`src/rtl/core/qdcid_pkg.sv`:
```
`default_nettype none

package qdcid_pkg;

    localparam logic [4:0] MIN_DCID_BYTES = 5'd8;
    localparam logic [4:0] MAX_DCID_BYTES = 5'd20;
    localparam logic [4:0] POS_MAX        = 5'd31;
    localparam logic [4:0] POS_VER_LAST   = 5'd4;
    localparam logic [4:0] POS_DCID_LEN   = 5'd5;
    localparam logic [4:0] POS_DCID_LONG  = 5'd6;

    typedef enum logic [1:0] {
        ST_DECODED = 2'd0,
        ST_NO_INFO = 2'd1,
        ST_INVALID = 2'd2
    } t_status;

    typedef struct packed {
        logic [7:0] payload_byte;
        logic       first_byte;
        logic       last_byte;
        logic       is_ipv6;
    } t_req;

    typedef struct packed {
        t_status     status;
        logic [6:0]  prefix_bits;
        logic [63:0] addr_tail;
        logic [15:0] server_port;
    } t_result;

    typedef struct packed {
        logic [4:0]  pos;
        logic        long_form;
        logic [4:0]  dcid_len;
        logic [3:0]  tail_len;
        logic        has_port;
        logic [7:0]  prev_byte;
        logic [31:0] version;
        logic [63:0] addr;
        logic [15:0] port;
        logic        finished;
    } t_state;

endpackage

`default_nettype wire

```
`src/rtl/core/qdcid_if.sv`:
```
`default_nettype none

interface qdcid_req_if;
    logic       valid;
    logic       ready;
    logic [7:0] payload_byte;
    logic       first_byte;
    logic       last_byte;
    logic       is_ipv6;

    modport source (output valid, payload_byte, first_byte, last_byte, is_ipv6, input ready);
    modport sink (input valid, payload_byte, first_byte, last_byte, is_ipv6, output ready);
endinterface

interface qdcid_rsp_if;
    logic        valid;
    logic        ready;
    logic [1:0]  status;
    logic [6:0]  prefix_bits;
    logic [63:0] addr_tail;
    logic [15:0] server_port;

    modport source (output valid, status, prefix_bits, addr_tail, server_port, input ready);
    modport sink (input valid, status, prefix_bits, addr_tail, server_port, output ready);
endinterface

`default_nettype wire

```
`src/rtl/core/qdcid_step.sv`:
```
`default_nettype none

module qdcid_step
    import qdcid_pkg::*;
(
    input  t_state  i_state,
    input  t_req    i_req,
    output t_state  o_next,
    output logic    o_emit,
    output t_result o_result
);

    function automatic t_status final_check(input t_state s, input logic v6);
        logic [5:0] need_len;
        need_len = {2'b00, s.tail_len} + {4'b0000, s.has_port, 1'b0} + 6'd2;
        if (!v6 && s.tail_len > 4'd4) begin
            return ST_INVALID;
        end
        if (need_len > {1'b0, s.dcid_len}) begin
            return ST_INVALID;
        end
        return ST_DECODED;
    endfunction

    t_state     cur;
    t_state     nxt;
    logic       live;
    logic       decided;
    t_status    st;
    logic [4:0] k;
    logic [4:0] j;
    logic       take;
    logic       long_chk;
    logic       short_chk;
    logic [7:0] b;
    logic [7:0] d;
    logic [4:0] need;

    always_comb begin
        b         = i_req.payload_byte;
        cur       = i_req.first_byte ? '0 : i_state;
        live      = i_req.first_byte || (!i_state.finished && i_state.pos != '0);
        nxt       = cur;
        decided   = 1'b0;
        st        = ST_DECODED;
        k         = '0;
        take      = 1'b0;
        long_chk  = 1'b0;
        short_chk = 1'b0;
        j         = '0;
        d         = {cur.prev_byte[3:0], b[7:4]};
        need      = '0;

        if (cur.pos == '0) begin
            nxt.long_form = b[7];
            if (!b[6]) begin
                decided = 1'b1;
                st      = ST_INVALID;
            end
        end else if (cur.long_form) begin
            if (cur.pos <= POS_VER_LAST) begin
                nxt.version = {cur.version[23:0], b};
                if (cur.pos == POS_VER_LAST && nxt.version > 32'd1) begin
                    decided = 1'b1;
                    st      = ST_INVALID;
                end
            end else if (cur.pos == POS_DCID_LEN) begin
                if (b > {3'b000, MAX_DCID_BYTES}) begin
                    decided = 1'b1;
                    st      = ST_INVALID;
                end else if (b < {3'b000, MIN_DCID_BYTES}) begin
                    decided = 1'b1;
                    st      = ST_NO_INFO;
                end else begin
                    nxt.dcid_len = b[4:0];
                end
            end else begin
                k        = cur.pos - POS_DCID_LONG;
                take     = 1'b1;
                long_chk = 1'b1;
            end
        end else begin
            k         = cur.pos - 5'd1;
            take      = 1'b1;
            short_chk = (k != '0);
        end

        // DCID byte 1 holds tail length and port flag; later bytes carry nibble-shifted data
        if (take) begin
            if (k == 5'd1) begin
                nxt.tail_len = {1'b0, b[7:5]} + 4'd1;
                nxt.has_port = b[4];
            end else if (k >= 5'd2) begin
                j = k - 5'd2;
                if (j < {1'b0, cur.tail_len}) begin
                    nxt.addr = {cur.addr[55:0], d};
                end else if (cur.has_port && j < ({1'b0, cur.tail_len} + 5'd2)) begin
                    nxt.port = {cur.port[7:0], d};
                end
            end
        end

        if (short_chk && k == 5'd1) begin
            nxt.dcid_len = {3'b000, b[6:5]} + 5'd1 + (b[4] ? 5'd2 : 5'd0) + 5'd6;
        end

        if (long_chk && ({1'b0, k} + 6'd1) == {1'b0, nxt.dcid_len}) begin
            decided = 1'b1;
            st      = final_check(nxt, i_req.is_ipv6);
        end

        if (short_chk) begin
            need = (nxt.dcid_len > MIN_DCID_BYTES) ? nxt.dcid_len : MIN_DCID_BYTES;
            if (({1'b0, k} + 6'd1) == {1'b0, need}) begin
                decided = 1'b1;
                st      = final_check(nxt, i_req.is_ipv6);
            end
        end

        nxt.prev_byte = b;
        nxt.pos       = (cur.pos < POS_MAX) ? cur.pos + 5'd1 : POS_MAX;

        // packet closed without a verdict
        if (!decided && i_req.last_byte) begin
            decided = 1'b1;
            st      = nxt.long_form ? ST_INVALID : ST_NO_INFO;
        end

        if (decided) begin
            nxt.finished = 1'b1;
        end

        o_result.status = st;
        if (st == ST_DECODED) begin
            o_result.prefix_bits = {nxt.tail_len, 3'b000};
            o_result.addr_tail   = nxt.addr;
            o_result.server_port = nxt.has_port ? nxt.port : 16'd0;
        end else begin
            o_result.prefix_bits = '0;
            o_result.addr_tail   = '0;
            o_result.server_port = '0;
        end

        o_emit = live && decided;
        o_next = live ? nxt : i_state;
    end

endmodule

`default_nettype wire

```
`src/rtl/core/quic_dcid_server_decoder.sv`:
```
// The result is registered into the output queue when the byte that settles the verdict is accepted.
// Throughput: one payload byte per cycle; the decode step is a single pass of logic.
// A two-entry output queue keeps input flowing while a result waits; input stalls only
// when both entries are full.
// Reset (synchronous, active low) clears the decode state and empties the output queue.
`default_nettype none

module quic_dcid_server_decoder
    import qdcid_pkg::*;
(
    input  wire         i_clk,
    input  wire         i_rst_n,
    qdcid_req_if.sink   i_req,
    qdcid_rsp_if.source o_rsp
);

    t_state  r_state;
    t_state  n_state;
    t_req    req;
    t_result step_result;
    logic    step_emit;
    t_result r_out;
    logic    r_out_valid;
    t_result r_skid;
    logic    r_skid_valid;
    logic    accept;
    logic    push;
    logic    pop;

    assign req = {i_req.payload_byte, i_req.first_byte, i_req.last_byte, i_req.is_ipv6};

    assign i_req.ready = !r_skid_valid;
    assign accept      = i_req.valid && !r_skid_valid;

    qdcid_step u_step (
        .i_state  (r_state),
        .i_req    (req),
        .o_next   (n_state),
        .o_emit   (step_emit),
        .o_result (step_result)
    );

    assign push = accept && step_emit;
    assign pop  = r_out_valid && o_rsp.ready;

    always_ff @(posedge i_clk) begin
        if (!i_rst_n) begin
            r_state      <= '0;
            r_out_valid  <= 1'b0;
            r_skid_valid <= 1'b0;
        end else begin
            if (accept) begin
                r_state <= n_state;
            end
            if (r_skid_valid) begin
                // drain the skid entry into the output slot
                if (pop) begin
                    r_out        <= r_skid;
                    r_skid_valid <= 1'b0;
                end
            end else if (push) begin
                if (!r_out_valid || pop) begin
                    r_out       <= step_result;
                    r_out_valid <= 1'b1;
                end else begin
                    r_skid       <= step_result;
                    r_skid_valid <= 1'b1;
                end
            end else if (pop) begin
                r_out_valid <= 1'b0;
            end
        end
    end

    assign o_rsp.valid       = r_out_valid;
    assign o_rsp.status      = r_out.status;
    assign o_rsp.prefix_bits = r_out.prefix_bits;
    assign o_rsp.addr_tail   = r_out.addr_tail;
    assign o_rsp.server_port = r_out.server_port;

endmodule

`default_nettype wire

```
`src/flat_wrapper.sv`:
```
// flat-port wrapper written by rule: the top's interface ports become plain ports
module quic_dcid_server_decoder_flat import qdcid_pkg::*;
  (i_clk, i_rst_n, i_req_valid, i_req_payload_byte, i_req_first_byte, i_req_last_byte, i_req_is_ipv6, i_req_ready, o_rsp_valid, o_rsp_status, o_rsp_prefix_bits, o_rsp_addr_tail, o_rsp_server_port, o_rsp_ready);
  qdcid_req_if i_req_i ();
  qdcid_rsp_if o_rsp_i ();
  input  wire i_clk;
  input  wire i_rst_n;
  input wire logic [$bits(i_req_i.valid)-1:0] i_req_valid;
  input wire logic [$bits(i_req_i.payload_byte)-1:0] i_req_payload_byte;
  input wire logic [$bits(i_req_i.first_byte)-1:0] i_req_first_byte;
  input wire logic [$bits(i_req_i.last_byte)-1:0] i_req_last_byte;
  input wire logic [$bits(i_req_i.is_ipv6)-1:0] i_req_is_ipv6;
  output wire logic [$bits(i_req_i.ready)-1:0] i_req_ready;
  output wire logic [$bits(o_rsp_i.valid)-1:0] o_rsp_valid;
  output wire logic [$bits(o_rsp_i.status)-1:0] o_rsp_status;
  output wire logic [$bits(o_rsp_i.prefix_bits)-1:0] o_rsp_prefix_bits;
  output wire logic [$bits(o_rsp_i.addr_tail)-1:0] o_rsp_addr_tail;
  output wire logic [$bits(o_rsp_i.server_port)-1:0] o_rsp_server_port;
  input wire logic [$bits(o_rsp_i.ready)-1:0] o_rsp_ready;
  assign i_req_i.valid = i_req_valid;
  assign i_req_i.payload_byte = i_req_payload_byte;
  assign i_req_i.first_byte = i_req_first_byte;
  assign i_req_i.last_byte = i_req_last_byte;
  assign i_req_i.is_ipv6 = i_req_is_ipv6;
  assign i_req_ready = i_req_i.ready;
  assign o_rsp_valid = o_rsp_i.valid;
  assign o_rsp_status = o_rsp_i.status;
  assign o_rsp_prefix_bits = o_rsp_i.prefix_bits;
  assign o_rsp_addr_tail = o_rsp_i.addr_tail;
  assign o_rsp_server_port = o_rsp_i.server_port;
  assign o_rsp_i.ready = o_rsp_ready;
  quic_dcid_server_decoder u_core (.i_clk(i_clk), .i_rst_n(i_rst_n), .i_req(i_req_i), .o_rsp(o_rsp_i));
endmodule
```
`config.mk`:
```
export PLATFORM = sky130hd
export DESIGN_NAME = quic_dcid_server_decoder_flat
export DESIGN_NICKNAME = d
export VERILOG_FILES = /design/src/rtl/core/qdcid_pkg.sv /design/src/rtl/core/qdcid_if.sv /design/src/rtl/core/qdcid_step.sv /design/src/rtl/core/quic_dcid_server_decoder.sv /design/src/flat_wrapper.sv
export SDC_FILE = /design/constraint.sdc
export NUM_CORES = 1
export LEC_CHECK = 0
export BUFFER_PORTS_ARGS = -buffer_cell sky130_fd_sc_hd__buf_2
export CAP_MARGIN = 10
export CORE_UTILIZATION = 47
export CTS_CLUSTER_DIAMETER = 40
export DETAILED_ROUTE_END_ITERATION = 10
export PLACE_DENSITY_LB_ADDON = 0.3
export SYNTH_ARGS = -nofsm -noshare
export SYNTH_HDL_FRONTEND = slang
export SYNTH_SLANG_ARGS = --single-unit
```
`constraint.sdc`:
```
create_clock -name i_clk -period 10.85 [get_ports i_clk]
set_clock_uncertainty 0.2 [all_clocks]
set_input_delay 1.085 -clock i_clk [delete_from_list [all_inputs] [get_ports i_clk]]
set_output_delay 1.085 -clock i_clk [all_outputs]
set_load 0.1 [all_outputs]
```
==> run_results.csv <==
group,metric,value,unit
outcome,status,"finished, final reports clean",
cells_and_area,num-nets-final,1445,
critical_path,r2r_end,"u_core.r_skid[43]",
power_and_ir_drop,seqPwrFrac,0.422,
synthesis,seq_area_frac_synth,0.534,
global_route,grt_pass1_vias,10100,
critical_path,worstReg2RegStart,"u_core.r_state[132]",
global_route,grt_pass1_wl,56.2,mm
synthesis,async_flop_share,0,
cells_and_area,diodes,0,
synthesis,postSynthCellCount,1343,
routing,vias_per_cell,5.85,
synthesis,synth_top_family_by_area,"simple AND/OR/NAND/NOR gates",
power_and_ir_drop,switching_share,0.277,
cts,cts_resized,0,
critical_path,critPathTopFamily,"compound AO/OA/AOI/OAI gates",
routing,drc,0,
critical_path,crit_cells,29,
timing,fin_tns_setup,0,ns
cells_and_area,utilization,0.552,
floorplan,die-area,31400,µm²
timing,report.final.slew_viol_count,0,
power_and_ir_drop,switchingPower,0.808,mW
synthesis,syn_area_per_cell,10.7,µm²
cts,clock_path_buffers,3,
routing,wl_met2,16.5,mm
placement,io_buffers,102,
global_route,grt_max_degree,89,
critical_path,required,10.99,ns
timing,grt_setup_unrepaired,"no",
global_route,overflow,0,
synthesis,synth-simple-area-share,0.173,
timing,slew_headroom,0.209,
power_and_ir_drop,p_int,2.12,mW
synthesis,synthAdderAreaFrac,0.0243,
cts,cts_tree,"built",
synthesis,synth_cell_types,82,
cells_and_area,area_growth,14.6,%
power_and_ir_drop,ir_drop,0.0926,mV
cts,cts_setup_buffers,0,
run,max_cap_viol_count,0,
hold_path,whs_endpoint,"u_core.r_state[5]",
synthesis,synth-xor-area-share,0.00486,
floorplan,ios,106,
synthesis,synthFlopType,"edfxtp_1",
power_and_ir_drop,power_density,177,nW/µm²
routing,drt.antenna.violating_nets,0,
routing,wl_per_cell,19.6,µm
routing,dr.pass1.iters,6,
floorplan,die_height,177,µm
power_and_ir_drop,p_clk_frac,0.448,
synthesis,synthMuxAreaShare,0.0618,
routing,wl_met1,16.0,mm
critical_path,crit_type,"in -> reg",
routing,wl_met3,2.04,mm
placement,routabilityCongestion,0.946,
hold_path,hp-start,"u_core.r_state[5]",
timing,fin_crit,7.83,ns
synthesis,synth.area.top_cells,"edfxtp_1 (36%), dfxtp_1 (18%), mux2i_1 (5.5%)",
cts,cts_sinks,299,
timing,final-setup-viol-count,0,
cts,cts_buffers,40,
timing,hold_viol,0,
timing,holdWs,0.275,ns
critical_path,critPathCaptureType,"flip-flop",
critical_path,cp_common_cell,"ha_1",
power_and_ir_drop,power_leakage,6.16,nW
critical_path,r2r_cells,27,
placement,place.detailed.hpwl,23.0,mm
cts,path_clk_slew,0.06,ns
floorplan,die_w,177,µm
cts,clockRootBuffer,"clkbuf_16",
hold_path,hold_depth,2,
critical_path,max_stage_delay,0.52,ns
synthesis,syn_area,14400,µm²
critical_path,crit_path_start_kind,"input port",
timing,worst_pin_slew,1.19,ns
power_and_ir_drop,p_comb_frac,0.130,
timing,fmax,0.128,GHz
cts,postCtsHoldBufs,0,
critical_path,worst-path-buf-inv,7,
critical_path,arrival,7.98,ns
floorplan,start_util,0.482,
placement,place_area,15200,µm²
cts,clock_latency,0.52,ns
cts,htree_levels,2,
synthesis,ys_ff_latch,299,
routing,wl,35.7,mm
routing,vias,10700,
synthesis,synth-edff-count,172,
hold_path,hp-class,"reg -> reg",
cells_and_area,layout_commonest_cell,"edfxtp_1",
timing,finalCritPeriodShare,0.722,
floorplan,rows,63,
cells_and_area,layout-drive-gt1-share,0.176,
synthesis,synth.top_cell.area_share,0.358,
routing,top_layer_used,"met4",
global_route,track_usage,0.228,
synthesis,ys.warnings.count,0,
routing,drtIter0Drc,940,
cells_and_area,stdcell_area,16500,µm²
critical_path,regToRegSetupSlack,3.35,ns
cells_and_area,n_fill_cell,2633,
cells_and_area,most-common-layout-cells,"edfxtp_1 (172), nand2_1 (133), dfxtp_1 (126)",
critical_path,crit_fanout,55,
global_route,antenna_found_initial,0,
synthesis,synth_compound_area_frac,0.161,
critical_path,slowest_stage,"o221ai_4",
synthesis,yosysTopAreaCell,"edfxtp_1",
floorplan,core_area,30000,µm²
-- state kept, by name, indices dropped and copies added, names as in the netlist --
name and cells:
u_core.o_rsp.addr_tail 64, u_core.o_rsp.prefix_bits 4, u_core.o_rsp.server_port 16, u_core.o_rsp.status 2, u_core.o_rsp.valid 1, u_core.r_skid 86, u_core.r_skid_valid 1, u_core.r_state 125
-- cell families (layout without fill, tap and decap cells) --
logic type / Yosys count / count (layout)
xor gates and xnor gates: 8 / 8
and+or+nand+nor: 453 / 453
DFF: 299 / 299
adders and majority gates: 28 / 28
other: 1 / 3
AOI/OAI and AO/OA: 331 / 331
buffers and inverters: 135 / 224
muxes: 88 / 88
-- synthesized netlist by cell type (all sizes together), types with 7 or more instances --
cell type / instances
edfxtp: 172
a22oi: 90
a21oi: 23
nor3: 70
a21boi: 16
a21o: 9
mux2i: 79
nand2: 134
clkbuf: 81
a31oi: 10
o31ai: 7
nor2: 55
dfxtp: 127
xnor2: 7
a32o: 22
ha: 28
inv: 30
nor4: 15
nand3: 11
nor2b: 106
o21ai: 100
mux2: 9
o211a: 9
buf: 24
and2: 14
nor3b: 15
-- power groups by stage --
stage                     Combinational [mW]  Clock (mW)  Sequential [mW]
after floorplan                        0.205           0             1.35
after global placement                 0.375           0             1.26
after detailed placement               0.376           0             1.26
after CTS                              0.378        1.33             1.23
after global routing                   0.404        1.38             1.24
final                                  0.379        1.31             1.23
-- cell type report --
type | count | area [µm²] | share of cell area
clock inverter | 25 | 282 | 0.0170
multi-input combinational | 911 | 6210 | 0.376
clock buffer | 49 | 1070 | 0.0645
tap | 390 | 488 | 0.0295
inverter | 30 | 113 | 0.00681
timing repair buffer | 120 | 661 | 0.0400
sequential | 299 | 7710 | 0.466
-- worst min-delay path, stage by stage (launching register included) --
cell and delay, ns:
dfxtp_1 0.32, nand2_1 0.05, a21boi_0 0.06
-- through the flow --
step | worst slack (ns) | power [mW] | instances
floorplan | 0.797 | 1.55 | 1345
global placement | 2.66 | 1.63 | 1750
detailed placement | 2.66 | 1.63 | 1750
CTS | 3.10 | 2.94 | 1824
global route | 2.45 | 3.02 | 1824
finish | 3.02 | 2.92 | 1824
-- per-layer routing --
| metal | up-vias | track usage |
|---|---|---|
| met1 | 5160 | 0.315 |
| met4 | 0 | 0.0869 |
| met3 | 67 | 0.0329 |
| met5 | - | 0 |
| li1 | 5086 | - |
| met2 | 354 | 0.362 |
-- worst max-delay path by stage --
stage	startpoint	endpoint	slack [ns]
finish	i_req_first_byte	u_core.r_skid[43]	3.02
detailed placement	i_req_first_byte	u_core.o_rsp.addr_tail[5]	2.66
CTS	i_req_first_byte	u_core.r_skid[43]	3.10
floorplan	i_req_first_byte	u_core.o_rsp.addr_tail[0]	0.80
global placement	i_req_first_byte	u_core.o_rsp.addr_tail[4]	2.66
global route	i_req_first_byte	u_core.r_skid[38]	2.45
Power figures use the tool's default switching activity.
